**src/hdl/twlc_pkg.sv**
```systemverilog
// Shared types, constants and helpers for the whitespace and line cleaner.
`default_nettype none
package twlc_pkg;

  // Field widths fixed by the interface
  localparam int unsigned POS_W     = 13;
  localparam int unsigned BYTE_W    = 8;
  // Output buffer depth; the effective limit never exceeds it
  localparam int unsigned OUT_DEPTH = 4096;
  // Most writes a single byte can cause: run flush plus four terminator zeros
  localparam int unsigned MAX_RES   = 5;
  localparam int unsigned CNT_W     = $clog2(MAX_RES + 1);
  localparam int unsigned IDX_W     = $clog2(MAX_RES);
  // Extra terminator zeros are written only if pos + TAIL_GAP < limit
  localparam int unsigned TAIL_GAP  = 5;
  localparam int unsigned TAIL_CNT  = 4;

  // Character codes
  localparam logic [BYTE_W-1:0] CH_NUL   = 8'h00;
  localparam logic [BYTE_W-1:0] CH_TAB   = 8'h09;
  localparam logic [BYTE_W-1:0] CH_LF    = 8'h0A;
  localparam logic [BYTE_W-1:0] CH_CR    = 8'h0D;
  localparam logic [BYTE_W-1:0] CH_SPACE = 8'h20;

  // One addressed write into the output buffer
  typedef struct packed {
    logic [POS_W-1:0]  addr;
    logic [BYTE_W-1:0] data;
    logic              done;
    logic [POS_W-1:0]  len;
  } res_t;

  // All writes caused by one byte
  typedef struct packed {
    logic [CNT_W-1:0]          cnt;
    res_t [MAX_RES-1:0]        res;
  } batch_t;

  // Per-text scanning state
  typedef struct packed {
    logic [POS_W-1:0] out_pos;
    logic [POS_W-1:0] line_mark;
    logic             line_blank;
    logic             prev_line_blank;
    logic             line_has_letter;
    logic             in_space_run;
    logic             run_has_tab;
    logic             halted;
  } state_t;

  localparam state_t STATE_RST = '{
    out_pos:         '0,
    line_mark:       '0,
    line_blank:      1'b1,
    prev_line_blank: 1'b1,
    line_has_letter: 1'b0,
    in_space_run:    1'b0,
    run_has_tab:     1'b0,
    halted:          1'b0
  };

  function automatic res_t mk_res(logic [POS_W-1:0] addr, logic [BYTE_W-1:0] data,
                                  logic done, logic [POS_W-1:0] len);
    res_t r;
    r.addr = addr;
    r.data = data;
    r.done = done;
    r.len  = len;
    return r;
  endfunction

  function automatic logic is_letter(logic [BYTE_W-1:0] b);
    return ((b >= 8'h41) && (b <= 8'h5A)) || ((b >= 8'h61) && (b <= 8'h7A));
  endfunction

endpackage
`default_nettype wire

```
**src/hdl/twlc_step.sv**
```systemverilog
// Scanning state and the single-pass logic that turns one byte into its writes.
`default_nettype none
module twlc_step (
  input  wire logic                          clk_i,
  input  wire logic                          rst_ni,
  input  wire logic [twlc_pkg::BYTE_W-1:0]   byte_i,
  input  wire logic [twlc_pkg::POS_W-1:0]    limit_i,
  input  wire logic                          load_i,
  output twlc_pkg::batch_t                   batch_o
);

  twlc_pkg::state_t st_q, st_d;

  // State advances once per byte handed to the result buffer
  always_ff @(posedge clk_i or negedge rst_ni) begin
    if (!rst_ni) begin
      st_q <= twlc_pkg::STATE_RST;
    end else if (load_i) begin
      st_q <= st_d;
    end
  end

  // Next state and the list of writes for the current byte
  always_comb begin
    twlc_pkg::batch_t             bat;
    logic [twlc_pkg::CNT_W-1:0]   n;
    logic [twlc_pkg::POS_W-1:0]   pos;
    logic [twlc_pkg::POS_W-1:0]   tpos;
    logic [twlc_pkg::POS_W-1:0]   p;
    logic [twlc_pkg::BYTE_W-1:0]  fch;
    logic                         ws;
    logic                         fw;
    logic                         do_take;
    logic                         lb;
    logic                         tail;

    st_d    = st_q;
    bat     = '0;
    n       = '0;
    pos     = st_q.out_pos;
    tpos    = st_q.out_pos;
    p       = st_q.out_pos;
    ws      = (byte_i == twlc_pkg::CH_SPACE) || (byte_i == twlc_pkg::CH_TAB);
    fw      = st_q.run_has_tab || !st_q.line_blank;
    fch     = st_q.run_has_tab ? twlc_pkg::CH_TAB : twlc_pkg::CH_SPACE;
    do_take = 1'b0;
    lb      = st_q.line_blank;
    tail    = 1'b0;

    if (byte_i == twlc_pkg::CH_NUL) begin
      // End of text: flush a pending run, then the terminator zeros
      if (st_q.in_space_run && !st_q.halted && fw) begin
        bat.res[0] = twlc_pkg::mk_res(pos, fch, 1'b0, '0);
        n          = twlc_pkg::CNT_W'(1);
        pos        = pos + twlc_pkg::POS_W'(1);
      end
      tail = ({1'b0, pos} + (twlc_pkg::POS_W + 1)'(twlc_pkg::TAIL_GAP)) < {1'b0, limit_i};
      for (int k = 0; k < twlc_pkg::TAIL_CNT; k++) begin
        if (k == 0 || tail) begin
          bat.res[n] = twlc_pkg::mk_res(pos + twlc_pkg::POS_W'(k), twlc_pkg::CH_NUL,
                                        1'b1, pos);
          n          = n + twlc_pkg::CNT_W'(1);
        end
      end
      st_d = twlc_pkg::STATE_RST;
    end else if (!st_q.halted) begin
      if (st_q.in_space_run) begin
        if (ws) begin
          st_d.run_has_tab = st_q.run_has_tab || (byte_i == twlc_pkg::CH_TAB);
        end else begin
          // Run closed by a non-blank byte: collapse it, then take the byte
          if (fw) begin
            bat.res[0] = twlc_pkg::mk_res(tpos, fch, 1'b0, '0);
            n          = twlc_pkg::CNT_W'(1);
            tpos       = tpos + twlc_pkg::POS_W'(1);
          end
          st_d.in_space_run = 1'b0;
          st_d.run_has_tab  = 1'b0;
          st_d.out_pos      = tpos;
          do_take           = 1'b1;
        end
      end else if (st_q.out_pos >= limit_i) begin
        st_d.halted = 1'b1;
      end else if (ws) begin
        st_d.in_space_run = 1'b1;
        st_d.run_has_tab  = (byte_i == twlc_pkg::CH_TAB);
      end else begin
        do_take = 1'b1;
      end
    end

    // Ordinary byte handling at position tpos
    if (do_take) begin
      if (byte_i == twlc_pkg::CH_LF) begin
        // A line without letters is rewound to the last line mark
        if (!st_q.line_has_letter) begin
          p  = st_q.line_mark;
          lb = 1'b1;
        end else begin
          p  = tpos;
        end
        if (!st_q.prev_line_blank || !lb) begin
          bat.res[n]     = twlc_pkg::mk_res(p, twlc_pkg::CH_LF, 1'b0, '0);
          n              = n + twlc_pkg::CNT_W'(1);
          p              = p + twlc_pkg::POS_W'(1);
          st_d.line_mark = p;
        end
        st_d.out_pos         = p;
        st_d.prev_line_blank = lb;
        st_d.line_blank      = 1'b1;
        st_d.line_has_letter = 1'b0;
      end else if (byte_i != twlc_pkg::CH_CR) begin
        bat.res[n]           = twlc_pkg::mk_res(tpos, byte_i, 1'b0, '0);
        n                    = n + twlc_pkg::CNT_W'(1);
        st_d.out_pos         = tpos + twlc_pkg::POS_W'(1);
        st_d.line_blank      = 1'b0;
        st_d.line_has_letter = st_q.line_has_letter || twlc_pkg::is_letter(byte_i);
      end
    end

    bat.cnt = n;
    batch_o = bat;
  end

endmodule
`default_nettype wire

```
**src/hdl/twlc_res_buf.sv**
```systemverilog
// Result register holding the writes of one byte and handing them out in order.
`default_nettype none
module twlc_res_buf (
  input  wire logic                          clk_i,
  input  wire logic                          rst_ni,
  input  wire logic                          offer_i,
  input  wire twlc_pkg::batch_t              batch_i,
  output logic                               load_o,
  output logic                               out_valid_o,
  input  wire logic                          out_stall_i,
  output logic [twlc_pkg::POS_W-1:0]         write_addr_o,
  output logic [twlc_pkg::BYTE_W-1:0]        write_byte_o,
  output logic                               last_o,
  output logic                               done_res_o,
  output logic [twlc_pkg::POS_W-1:0]         text_length_o
);

  twlc_pkg::res_t               res_q [twlc_pkg::MAX_RES];
  logic [twlc_pkg::CNT_W-1:0]   rem_q;
  logic [twlc_pkg::IDX_W-1:0]   idx_q;
  logic                         out_fire;
  twlc_pkg::res_t               cur;

  assign out_valid_o = (rem_q != '0);
  assign out_fire    = out_valid_o && !out_stall_i;
  // Free when empty or when the final write of the batch leaves now
  assign load_o      = offer_i &&
                       ((rem_q == '0) || ((rem_q == twlc_pkg::CNT_W'(1)) && !out_stall_i));

  // Remaining count and read index
  always_ff @(posedge clk_i or negedge rst_ni) begin
    if (!rst_ni) begin
      rem_q <= '0;
      idx_q <= '0;
    end else if (load_o) begin
      rem_q <= batch_i.cnt;
      idx_q <= '0;
    end else if (out_fire) begin
      rem_q <= rem_q - twlc_pkg::CNT_W'(1);
      idx_q <= idx_q + twlc_pkg::IDX_W'(1);
    end
  end

  // Write payload storage
  always_ff @(posedge clk_i) begin
    if (load_o) begin
      for (int i = 0; i < twlc_pkg::MAX_RES; i++) begin
        res_q[i] <= batch_i.res[i];
      end
    end
  end

  // Current write on the output
  always_comb begin
    cur           = res_q[idx_q];
    write_addr_o  = cur.addr;
    write_byte_o  = cur.data;
    done_res_o    = cur.done;
    text_length_o = cur.len;
    last_o        = (rem_q == twlc_pkg::CNT_W'(1));
  end

endmodule
`default_nettype wire

```
**src/hdl/text_whitespace_line_cleaner.sv**
```systemverilog
// Top level of the whitespace and line cleaner: input register, limit register, assembly.
//
// Usage:
//   Input channel (in_valid_i / in_stall_o / text_byte_i) takes one text byte per
//   request; a zero byte ends the text. Output channel (out_valid_o / out_stall_i)
//   delivers addressed buffer writes: write_addr_o, write_byte_o, last_o on the
//   final write of a byte, done_res_o and text_length_o on terminator writes.
//   The limit register is written through cfg_valid_i / cfg_ready_o /
//   cfg_out_limit_i; ready is always high. Write it only between texts.
// Timing:
//   A byte's first write appears after the byte passes the input register and
//   then the result register. Text whose bytes make zero or one write each
//   streams at one byte per cycle while out_stall_i is low. A byte that makes k
//   writes (k up to 5 for the end-of-text byte) holds the result register until
//   its last write leaves, and input stalls once the next byte is waiting.
// Reset:
//   The limit returns to 4096 and all scanning state clears; after an
//   end-of-text byte the scanning state clears itself the same way.
// Stall:
//   A stalled write holds unchanged; one more byte waits in the input register.
`default_nettype none
module text_whitespace_line_cleaner (
  input  wire logic                          clk_i,
  input  wire logic                          rst_ni,
  // input byte channel
  input  wire logic                          in_valid_i,
  output logic                               in_stall_o,
  input  wire logic [twlc_pkg::BYTE_W-1:0]   text_byte_i,
  // result channel
  output logic                               out_valid_o,
  input  wire logic                          out_stall_i,
  output logic [twlc_pkg::POS_W-1:0]         write_addr_o,
  output logic [twlc_pkg::BYTE_W-1:0]        write_byte_o,
  output logic                               last_o,
  output logic                               done_res_o,
  output logic [twlc_pkg::POS_W-1:0]         text_length_o,
  // limit register write
  input  wire logic                          cfg_valid_i,
  output logic                               cfg_ready_o,
  input  wire logic [twlc_pkg::POS_W-1:0]    cfg_out_limit_i
);

  logic                         in_valid_q;
  logic [twlc_pkg::BYTE_W-1:0]  byte_q;
  logic [twlc_pkg::POS_W-1:0]   out_limit_q;
  logic [twlc_pkg::POS_W-1:0]   eff_limit;
  logic                         load;
  logic                         in_fire;
  twlc_pkg::batch_t             batch;

  assign cfg_ready_o = 1'b1;

  // Limit register
  always_ff @(posedge clk_i or negedge rst_ni) begin
    if (!rst_ni) begin
      out_limit_q <= twlc_pkg::POS_W'(twlc_pkg::OUT_DEPTH);
    end else if (cfg_valid_i && cfg_ready_o) begin
      out_limit_q <= cfg_out_limit_i;
    end
  end

  // Limit clamped to the buffer depth
  assign eff_limit = (out_limit_q > twlc_pkg::POS_W'(twlc_pkg::OUT_DEPTH)) ?
                     twlc_pkg::POS_W'(twlc_pkg::OUT_DEPTH) : out_limit_q;

  // Input register: refills in the same cycle it hands its byte on
  assign in_stall_o = in_valid_q && !load;
  assign in_fire    = in_valid_i && !in_stall_o;

  always_ff @(posedge clk_i or negedge rst_ni) begin
    if (!rst_ni) begin
      in_valid_q <= 1'b0;
    end else if (in_fire) begin
      in_valid_q <= 1'b1;
    end else if (load) begin
      in_valid_q <= 1'b0;
    end
  end

  always_ff @(posedge clk_i) begin
    if (in_fire) begin
      byte_q <= text_byte_i;
    end
  end

  twlc_step u_step (
    .clk_i   (clk_i),
    .rst_ni  (rst_ni),
    .byte_i  (byte_q),
    .limit_i (eff_limit),
    .load_i  (load),
    .batch_o (batch)
  );

  twlc_res_buf u_res_buf (
    .clk_i         (clk_i),
    .rst_ni        (rst_ni),
    .offer_i       (in_valid_q),
    .batch_i       (batch),
    .load_o        (load),
    .out_valid_o   (out_valid_o),
    .out_stall_i   (out_stall_i),
    .write_addr_o  (write_addr_o),
    .write_byte_o  (write_byte_o),
    .last_o        (last_o),
    .done_res_o    (done_res_o),
    .text_length_o (text_length_o)
  );

  // Input side stalls only while a byte is actually held
  a_stall_needs_byte: assert property (@(posedge clk_i) disable iff (!rst_ni)
    in_stall_o |-> in_valid_q)
    else $error("input stalled with empty input register");

  // End of text always produces at least the terminator write
  a_nul_writes: assert property (@(posedge clk_i) disable iff (!rst_ni)
    (load && (byte_q == twlc_pkg::CH_NUL)) |-> (batch.cnt != '0))
    else $error("end-of-text byte produced no write");

  // Any other byte produces at most a run flush and one character
  a_byte_writes: assert property (@(posedge clk_i) disable iff (!rst_ni)
    (load && (byte_q != twlc_pkg::CH_NUL)) |-> (batch.cnt <= twlc_pkg::CNT_W'(2)))
    else $error("ordinary byte produced too many writes");

  // A delivered write that is not the last of its byte is followed by another
  a_batch_continues: assert property (@(posedge clk_i) disable iff (!rst_ni)
    (out_valid_o && !out_stall_i && !last_o) |=> out_valid_o)
    else $error("write batch ended without a last marker");

endmodule
`default_nettype wire
```
**config.mk**
```make
export PLATFORM = sky130hd
export DESIGN_NAME = text_whitespace_line_cleaner
export DESIGN_NICKNAME = d
export VERILOG_FILES = /design/src/hdl/twlc_pkg.sv /design/src/hdl/twlc_step.sv /design/src/hdl/twlc_res_buf.sv /design/src/hdl/text_whitespace_line_cleaner.sv
export SDC_FILE = /design/constraint.sdc
export NUM_CORES = 1
export LEC_CHECK = 0
export ABC_AREA = 1
export BUFFER_PORTS_ARGS = -buffer_cell sky130_fd_sc_hd__buf_2
export CAP_MARGIN = 15
export CORE_ASPECT_RATIO = 0.8
export CORE_UTILIZATION = 60
export CTS_CLUSTER_DIAMETER = 30
export DETAILED_ROUTE_END_ITERATION = 8
export PLACE_DENSITY = 0.78
export SLEW_MARGIN = 20
export SYNTH_ARGS = -nofsm -noshare
export SYNTH_HDL_FRONTEND = slang
export SYNTH_SLANG_ARGS = --single-unit
```
**constraint.sdc**
```tcl
create_clock -name clk_i -period 12.84 [get_ports clk_i]
set_input_delay 1.926 -clock clk_i [delete_from_list [all_inputs] [get_ports clk_i]]
set_output_delay 1.926 -clock clk_i [all_outputs]
set_load 0.02 [all_outputs]
```
==> impl_results.md <==
- Run status: finished with violations
- Failing checks: design-rule violations
- CTS Hold Bufs: 0
- H-Tree Depth: 2
- Synthesized flop and latch total: 235
- Global Route Usage Sum: 0.404
- Max-Cap Viols: 0
- Clk buf depth: 3
- Switching power total: 2.23 mW
- Reg-to-reg startpoint: u_step.st_q[0]
- Delay-heaviest family, CP: simple AND/OR/NAND/NOR gates
- Syn-to-layout area delta: 13.5%
- Dpl hpwl: 39.3 mm
- Initial drt markers: 2,263
- Routed length per placed instance: 21.5 um
- RSZ-0062 raised after global routing: no
- Clk network pwr share: 0.258
- Clock Sink Count: 235
- Post-CTS Setup Bufs: 0
- # DRC: 1
- Endpoints failing hold: 0
- Grt ovf: 0
- Sequential Area: 6800 um^2
- Yosys warnings: 0
- Worst skew pair latency: 570 ps
- Pwr dens: 265 nW/um^2
- Setup violators final: 0
- Largest family of logic cells by synthesized area: simple AND/OR/NAND/NOR gates
- Rel. slew slack: 0.275
- Post-Synthesis Cells: 2,082
- Ys async rst share: 0.221
- CTS tree: built
- Horiz. Die Dim: 184 um
- Final core occ: 0.702
- Max Freq: 0.146 GHz
- CP max stage delay: 580 ps
- CTS clk-pin slew, worst paths: 50 ps
- Vias/cell: 6.15
- Largest net degree at the start of global routing: 80
- Multi-input logic area: 7940 um^2
- Fin worst setup slack: 5970 ps
- CP max-delay cell: inv_2
- Most common cell type on the critical path: nand2_2
- Avg Inst Size Synth: 7.60 um^2
- Comb power frac: 0.476
- Mux contribution to synthesized area: 0.00356
- EDFF count, synth: 183
- Slew Viols, Final: 0
- Core area: 25,600 um^2
- CP arrival: 7290 ps
- Die area: 27,000 um^2
- Setup_tns: 0 ps
- Worst Hold Launch: u_step.st_q[4]
- Sequential area share after synthesis: 0.430
- FP Rows: 52
- Initial core utilization: 0.619
- Vias post-DR: 15,500
- First-pass GRT wire length: 82.5 mm
- Final Cycle Share: 0.535
- Net Sw Frac: 0.469
- Simple-gate share of the synthesized area: 0.292
- Port bufs: 63
- Power Internal: 2.52 mW
- Die Height: 147 um
- Mapped Area: 15,800 um^2
- Post-layout min period: 6870 ps
- Post-Synth XOR/XNOR Area: 0.0205
- Synth cell types: 58
- LEAKAGE: 7.64 nW
- Post-DRT Antenna Nets: 0
- Hold crit path type: flip-flop to flip-flop
- Initial antenna violation count: 2
- Root cell of the clock tree: clkbuf_16
- Compound-Gate Fraction of Synth Area: 0.140
- GP Congestion: 1.10
- Vias in the first global route: 14,100
- Critical Path Start: u_step.st_q[0]
- Post-Route WL: 54.2 mm
- Fillers: 2,085
- 1st-pass router iterations: 9
- Synth Area in Adders: 0.0380
- CP Buf/Inv Count: 6
- Measured slew at the worst slew-check pin: 1080 ps
- IO Count: 65
- CP required: 13,260 ps
- CTS buffer count: 45
- # nets final: 2,210
- Skew final: 26.3 ps
- Primary FF master, synth: edfxtp_1
- Startpoint types: flip-flop
- Crit. End Element: flip-flop
- Power share of the sequential group: 0.266
- CP Class: flip-flop to flip-flop
- Pre-CTS setup slack: 6190 ps
- Worst VDD drop: 0.166 mV
- Worst Path Max Fanout: 31
- Share of post-route cells with drive strength above 1: 0.123
- Post_cts resized: 0
tightest hold or removal path: cells and delay by family, from the launching register on:
| kind | cells | cell delay, ps |
|---|---|---|
| flip-flops | 1 | 360 |
| buffers and inverters | 1 | 50 |
| AO/OA/AOI/OAI | 1 | 50 |
layout make-up:
cell class / count / area share
inverters: 196 / 0.0411
clock buffers: 61 / 0.0684
clock inverters: 23 / 0.0205
repair buffers: 80 / 0.0247
diodes: 1 / 0.000139
flip-flops and latches: 235 / 0.379
well taps: 351 / 0.0245
multi-input cells: 1578 / 0.442
synthesized netlist by cell type (all sizes together) (5+ instances only):
| cell | instances | area share |
|---|---|---|
| nand3 | 129 | 0.047 |
| clkbuf | 57 | 0.014 |
| nand2 | 499 | 0.13 |
| a21oi | 90 | 0.029 |
| ha | 48 | 0.038 |
| mux2 | 5 | 0.0036 |
| inv | 192 | 0.046 |
| o211ai | 9 | 0.0043 |
| buf | 39 | 0.015 |
| a31oi | 43 | 0.017 |
| xor2 | 33 | 0.018 |
| dfrtp | 49 | 0.078 |
| a211oi | 14 | 0.0066 |
| or2 | 9 | 0.0036 |
| nor2 | 383 | 0.097 |
| nor3 | 27 | 0.0085 |
| a22oi | 6 | 0.0028 |
| edfxtp | 183 | 0.35 |
| o21ai | 202 | 0.066 |
| nand4 | 18 | 0.0075 |
per-layer routing:
| layer | part of all wire | global-route usage |
|---|---|---|
| met5 | 0.00024 | 0 |
| met4 | 0.031 | 0.126 |
| met3 | 0.14 | 0.121 |
| met2 | 0.41 | 0.563 |
| met1 | 0.42 | 0.599 |
power groups by stage:
stage          Clock (mW)  Sequential (mW)  Combinational (mW)
6_report             1.23             1.26                2.26
4_1_cts              1.23             1.26                2.19
3_5_place_dp            0             1.27                2.17
2_1_floorplan           0             1.26                1.51
5_1_grt              1.27             1.28                2.45
3_3_place_gp            0             1.26                2.14
state kept, by name, indices dropped and copies added, names as in the netlist:
name             count
byte_q               8
in_valid_q           1
out_limit_q         13
u_res_buf.idx_q      3
u_res_buf.rem_q      3
u_res_buf.res_q    175
u_step.st_q         32
stage by stage:
stage	area (um^2)	power (mW)	hold slack, ps	instances
3_3_place_gp	16400	3.40	451	2440
5_1_grt	18000	5.00	476	2524
4_1_cts	18000	4.68	461	2524
2_1_floorplan	15900	2.77	440	2105
6_report	18000	4.75	463	2525
3_5_place_dp	16400	3.44	455	2440
logic make-up after synthesis:
family / after synthesis
AO/OA/AOI/OAI: 392
multiplexers: 5
flip-flops: 235
buffers and inverters: 292
AND/OR/NAND/NOR: 1071
XOR/XNOR: 37
adder cells (fa/ha/maj): 48
other: 2
placed cells by master, fill, tap and decap left out, types with 16 or more instances in the layout:
master,synthesis,layout
nand2_1,465,465
nor2_1,360,359
edfxtp_1,183,183
o21ai_0,180,180
inv_1,176,175
nand3_1,112,112
a21oi_1,89,89
buf_2,20,63
ha_1,48,48
dfrtp_1,49,48
clkbuf_16,0,47
a31oi_1,43,43
xor2_1,33,33
nand2_2,27,27
nor3_1,27,26
conb_1,2,25
nand4_1,17,17
buf_4,5,17
nor2_2,17,16
worst paths after layout:
kind	end	slack [ps]	cells after the start
max in group asynchronous	u_step.st_q[19]	10830	2
min in group asynchronous	u_res_buf.rem_q[0]	1470	2
worst max register to register	u_res_buf.res_q[1][25]	5970	29
worst min-delay path	u_step.st_q[4]	460	2
worst max-delay path	u_res_buf.res_q[1][25]	5970	29
worst min register to register	u_step.st_q[4]	460	2
Note: power is estimated with default switching activity, not from simulation.
